**src/tnsch_pkg.sv**
```systemverilog
package tnsch_pkg;

    localparam int TRACK_LIMIT_DEF = 64;
    localparam int MAX_ACTIVE_DEF  = 32;

    localparam int SR_W   = 18;
    localparam int BEAT_W = 24;
    localparam int TIU_W  = 7;
    localparam int VOL_W  = 8;
    localparam int UNIT_W = 3;
    localparam int LEN_W  = 16;
    localparam int POS_W  = 64;
    localparam int PROD_W = BEAT_W + LEN_W;

    localparam logic [2:0] REG_SEC_RATE       = 3'd0;
    localparam logic [2:0] REG_BEAT_LENGTH    = 3'd1;
    localparam logic [2:0] REG_TRACKS_IN_USE  = 3'd2;
    localparam logic [2:0] REG_DEFAULT_VOLUME = 3'd3;
    localparam logic [2:0] REG_DEFAULT_UNIT   = 3'd4;
    localparam logic [2:0] REG_DEFAULT_LENGTH = 3'd5;

    localparam logic [SR_W-1:0]   RST_SEC_RATE       = 18'd44100;
    localparam logic [BEAT_W-1:0] RST_BEAT_LENGTH    = 24'd22050;
    localparam logic [TIU_W-1:0]  RST_TRACKS_IN_USE  = 7'd1;
    localparam logic [VOL_W-1:0]  RST_DEFAULT_VOLUME = 8'd128;
    localparam logic [UNIT_W-1:0] RST_DEFAULT_UNIT   = 3'd0;
    localparam logic [LEN_W-1:0]  RST_DEFAULT_LENGTH = 16'd1;

    localparam logic [1:0] EV_ON    = 2'd0;
    localparam logic [1:0] EV_OFF   = 2'd1;
    localparam logic [1:0] EV_AFTER = 2'd2;

    localparam logic [1:0] KIND_OFF = 2'd1;
    localparam logic [1:0] KIND_ON  = 2'd2;

    localparam logic [UNIT_W-1:0] U_BEAT     = 3'd0;
    localparam logic [UNIT_W-1:0] U_BEAT_16  = 3'd1;
    localparam logic [UNIT_W-1:0] U_BEAT_256 = 3'd2;
    localparam logic [UNIT_W-1:0] U_SEC      = 3'd4;
    localparam logic [UNIT_W-1:0] U_SEC_16   = 3'd5;
    localparam logic [UNIT_W-1:0] U_SEC_256  = 3'd6;

    typedef enum logic [2:0] {
        OP_NONE,
        OP_TICK,
        OP_OFF,
        OP_ON,
        OP_VOL
    } op_t;

    typedef struct packed {
        logic [SR_W-1:0]   sec_rate;
        logic [BEAT_W-1:0] beat_length;
        logic [TIU_W-1:0]  tracks_in_use;
        logic [VOL_W-1:0]  default_volume;
        logic [UNIT_W-1:0] default_unit;
        logic [LEN_W-1:0]  default_length;
    } cfg_t;

    typedef struct packed {
        op_t               op;
        logic [5:0]        track;
        logic [7:0]        note_value;
        logic              has_volume;
        logic [VOL_W-1:0]  volume;
        logic              has_unit;
        logic [UNIT_W-1:0] unit;
        logic              has_length;
        logic [LEN_W-1:0]  length;
        logic [15:0]       samples;
    } item_t;

    typedef struct packed {
        logic [1:0]       event_res;
        logic [7:0]       note;
        logic [VOL_W-1:0] velocity;
        logic             table_full;
        logic             last;
    } event_t;

endpackage

```
**src/tnsch_front.sv**
```systemverilog
module tnsch_front #(
    parameter int TRACK_LIMIT = tnsch_pkg::TRACK_LIMIT_DEF
) (
    input  logic                      clk,
    input  logic                      rst_n,
    input  tnsch_pkg::cfg_t           cfg,
    input  logic                      in_valid,
    output logic                      in_stall,
    input  logic                      req_type,
    input  logic [5:0]                track,
    input  logic [1:0]                note_kind,
    input  logic [7:0]                note_value,
    input  logic                      has_volume,
    input  logic [7:0]                volume,
    input  logic                      has_unit,
    input  logic [2:0]                unit,
    input  logic                      has_length,
    input  logic [15:0]               length,
    input  logic [15:0]               samples,
    input  logic                      skip_time,
    output logic                      q_valid,
    output tnsch_pkg::item_t          q_item,
    input  logic                      q_pop
);
    import tnsch_pkg::*;

    item_t      q_reg [2];
    logic       wp_reg, rp_reg;
    logic [1:0] cnt_reg;
    item_t      cls;
    logic       push;

    always_comb
    begin
        cls.track      = track;
        cls.note_value = note_value;
        cls.has_volume = has_volume;
        cls.volume     = volume;
        cls.has_unit   = has_unit;
        cls.unit       = unit;
        cls.has_length = has_length;
        cls.length     = length;
        cls.samples    = samples;
        if (req_type)
            cls.op = skip_time ? OP_NONE : OP_TICK;
        else if (7'(track) >= cfg.tracks_in_use || 9'(track) >= 9'(TRACK_LIMIT))
            cls.op = OP_NONE;
        else
        begin
            case (note_kind)
                KIND_OFF: cls.op = OP_OFF;
                KIND_ON:  cls.op = OP_ON;
                default:  cls.op = OP_VOL;
            endcase
        end
    end

    assign in_stall = (cnt_reg == 2'd2);
    assign push     = in_valid && !in_stall;
    assign q_valid  = (cnt_reg != 2'd0);
    assign q_item   = q_reg[rp_reg];

    always_ff @(posedge clk)
    begin
        if (push)
            q_reg[wp_reg] <= cls;
    end

    always_ff @(posedge clk or negedge rst_n)
    begin
        if (!rst_n)
        begin
            wp_reg  <= 1'b0;
            rp_reg  <= 1'b0;
            cnt_reg <= 2'd0;
        end
        else
        begin
            if (push)
                wp_reg <= !wp_reg;
            if (q_pop)
                rp_reg <= !rp_reg;
            cnt_reg <= cnt_reg + 2'(push) - 2'(q_pop);
        end
    end

endmodule

```
**config.mk**
```make
export PLATFORM = sky130hd
export DESIGN_NAME = tnsch_front
export DESIGN_NICKNAME = d
export VERILOG_FILES = /design/src/tnsch_pkg.sv /design/src/tnsch_front.sv
export SDC_FILE = /design/constraint.sdc
export NUM_CORES = 1
export LEC_CHECK = 0
export ABC_CLOCK_PERIOD_IN_PS = 4400
export BUFFER_PORTS_ARGS = -buffer_cell sky130_fd_sc_hd__buf_2
export CORE_AREA = 5 5 102 123
export DETAILED_ROUTE_END_ITERATION = 6
export DIE_AREA = 0 0 107 128
export GPL_TIMING_DRIVEN = 1
export PLACE_DENSITY = 0.74
export SETUP_SLACK_MARGIN = 0.15
export SYNTH_ARGS = -nofsm -noshare
export SYNTH_HDL_FRONTEND = slang
export SYNTH_SLANG_ARGS = --single-unit
```
**constraint.sdc**
```tcl
create_clock -name clk -period 4.4 [get_ports clk]
set_input_delay 0.66 -clock clk [delete_from_list [all_inputs] [get_ports clk]]
set_output_delay 0.66 -clock clk [all_outputs]
set_load 0.02 [all_outputs]
```
==> results.sh <==
export IMPL_track_usage=0.137
export IMPL_power_leakage_nw=2.49
export IMPL_async_flop_share=0.0308
export IMPL_synth_top_cell_area_share=0.764
export IMPL_io_buffers=139
export IMPL_ys_seq_area_frac=0.784
export IMPL_crit_required_ns=3.74
export IMPL_ctsResizeCount=0
export IMPL_critical_path_startpoint_type="flip-flop"
export IMPL_cts_hold_buf=0
export IMPL_drt_initial_drc_count=137
export IMPL_maxSlewHeadroom=0.356
export IMPL_max_cap_violations=0
export IMPL_design_area_mm2=0.00637
export IMPL_synth_nets=392
export IMPL_drive_gt1_frac=0.586
export IMPL_largest_reg_flops=126
export IMPL_ant_nets=0
export IMPL_worstSkewPairLatency_ns=0.40
export IMPL_synth_main_ff_cell="edfxtp_1"
export IMPL_synthDistinctLibCells=22
export IMPL_crit_slowest_cell="dfrtp_2"
export IMPL_whs_ns=0.0534
export IMPL_worstPathArrival_ns=2.25
export IMPL_die_w_um=107
export IMPL_netlist_area_mm2=0.00495
export IMPL_place_ws_ns=1.85
export IMPL_setup_ws_ns=1.49
export IMPL_drt_pre_antenna_iters=4
export IMPL_final_max_slew_violation_count=0
export IMPL_rsz0062_at_grt="no"
export IMPL_worst_pin_slew_ns=0.966
export IMPL_die_height_um=128
export IMPL_cts_tree="built"
export IMPL_synth_area_leaders="edfxtp_1, mux2_2, ha_1"
export IMPL_root_buffer="clkbuf_16"
export IMPL_finalClockSkew_ns=0.0111
export IMPL_grt_overflow=0
export IMPL_cp_top_family="buffers and inverters"
export IMPL_core_mm2=0.0113
export IMPL_cts_sinks=130
export IMPL_cp_cell_sequence="buf_4 -> mux2_2 -> buf_2"
export IMPL_grt_max_degree=48
export IMPL_powerDensity_mw_per_mm2=707
export IMPL_place_area_mm2=0.00578
export IMPL_synth_area_per_cell_um2=20.7
export IMPL_crit_fanout=45
export IMPL_syn2layout_area_growth_pct=28.5
export IMPL_clk_pin_slew_ns=0.06
export IMPL_vias=2669
export IMPL_n_antenna_cell=0
export IMPL_synth_edf_count=126
export IMPL_slowest_delay_ns=0.65
export IMPL_yosysTopAreaCell="edfxtp_1"
export IMPL_yosysMostFrequentCell="edfxtp_1"
export IMPL_final_net_count=546
export IMPL_critPathKind="reg -> out"
export IMPL_postCtsSetupBuffers=0
export IMPL_critPathBufInv=2
export IMPL_max_freq_mhz=343
export IMPL_die_area_mm2=0.0137
export IMPL_antenna_found_initial=1
export IMPL_dp_hpwl_mm=6.14
export IMPL_synth_seq_cells=130
export IMPL_tns_ns=0
export IMPL_num_rows=43
export IMPL_synthTopCellsByCount="edfxtp_1, mux2_2, inv_1"
export IMPL_drt_wl_total_mm=9.08
export IMPL_cts_htree_levels=4
export IMPL_drc=0
export IMPL_hold_violations=0
export IMPL_grt_pass1_vias=2941
export IMPL_numCtsBuffers=17
export IMPL_max_vdd_ir_drop_mv=0.333
export IMPL_cts_buffer_depth=2
export IMPL_holdCritPathClass="in -> async"
export IMPL_synth_yosys_warnings=0
export IMPL_post_route_period_util=0.662
export IMPL_start_util=0.438
export IMPL_status="complete, no violations"
export IMPL_fin_crit_ns=2.91
export IMPL_critPathCaptureType="output pin"
export IMPL_gp_congestion=0.708
export IMPL_fin_util=0.564
export IMPL_wl_per_cell_um=16.8
export IMPL_finalSetupViolations=0
export IMPL_syn_inst=239
export IMPL_io_pins=209
export IMPL_grt_pass1_wl_mm=14.1
export IMPL_vias_per_cell=4.93
==> path summary, 6_finish.rpt <==
| check | startpoint | endpoint | slack [ns] | cells past startpoint |
|---|---|---|---|---|
| max | rp_reg | q_item[49] | 1.49 | 3 |
| min | rst_n | cnt_reg[1] | 0.05 | 1 |
| max reg2reg | cnt_reg[1] | q_reg[1][17] | 2.23 | 3 |
| min reg2reg | cnt_reg[1] | cnt_reg[1] | 0.49 | 1 |
| max in group asynchronous | rst_n | rp_reg | 4.21 | 1 |
| min in group clk | note_value[7] | q_reg[1][53] | 0.45 | 1 |
==> routing by layer <==
metal  routed length, µm  up-vias  GRT usage
met3                 742       14     0.0544
met4                 123        2     0.0497
met2                4970       95      0.252
li1                    -     1237          -
met5                  20        -          0
met1                3220     1321      0.140
==> where the power goes <==
part | switching [mW] | internal (mW) | leakage (nW)
sequential | 0.0997 | 1.70 | 1.22
clock | 0.493 | 0.888 | 0.286
combinational | 0.798 | 0.522 | 0.989
total | 1.39 | 3.11 | 2.49
==> layout by cell type (no fill, tap or decap), drive strengths merged, types with 2 or more instances in the layout <==
cell type    n
mux2        63
ha           9
clkinv       7
clkinvlp     2
edfxtp     126
inv         12
clkbuf      18
buf        142
a21o         2
dfrtp        4
xnor2        3
bufinv       3
nand2b       3
==> worst register-to-register path, stage by stage (launching register included) <==
cell	delay, ns
dfrtp_1	0.40
nand2b_1	0.12
and3_2	0.85
buf_4	0.47
==> layout make-up <==
class                      instances  area (µm²)
multi-input combinational         92         966
timing repair buffer             142         718
clock buffer                      18         429
sequential                       130        3880
fill                             906        4930
clock inverter                    14         163
tap                              135         169
inverter                          10        37.5
==> metrics by stage <==
| step | std cells | power [mW] |
|---|---|---|
| after floorplan | 239 | 2.79 |
| after global placement | 509 | 3.14 |
| after detailed placement | 509 | 3.18 |
| after CTS | 541 | 4.57 |
| after global routing | 541 | 4.72 |
| final | 541 | 4.50 |
==> kinds of logic after synthesis <==
| kind of cell | count (synthesis) | synth area share |
|---|---|---|
| compound gates | 6 | 0.00808 |
| xor+xnor | 4 | 0.00707 |
| fa+ha+maj | 9 | 0.0227 |
| buf+inv | 17 | 0.0227 |
| flops | 130 | 0.784 |
| mux | 63 | 0.143 |
| simple gates | 10 | 0.0121 |
No activity file was read; power rests on OpenSTA's default activity.
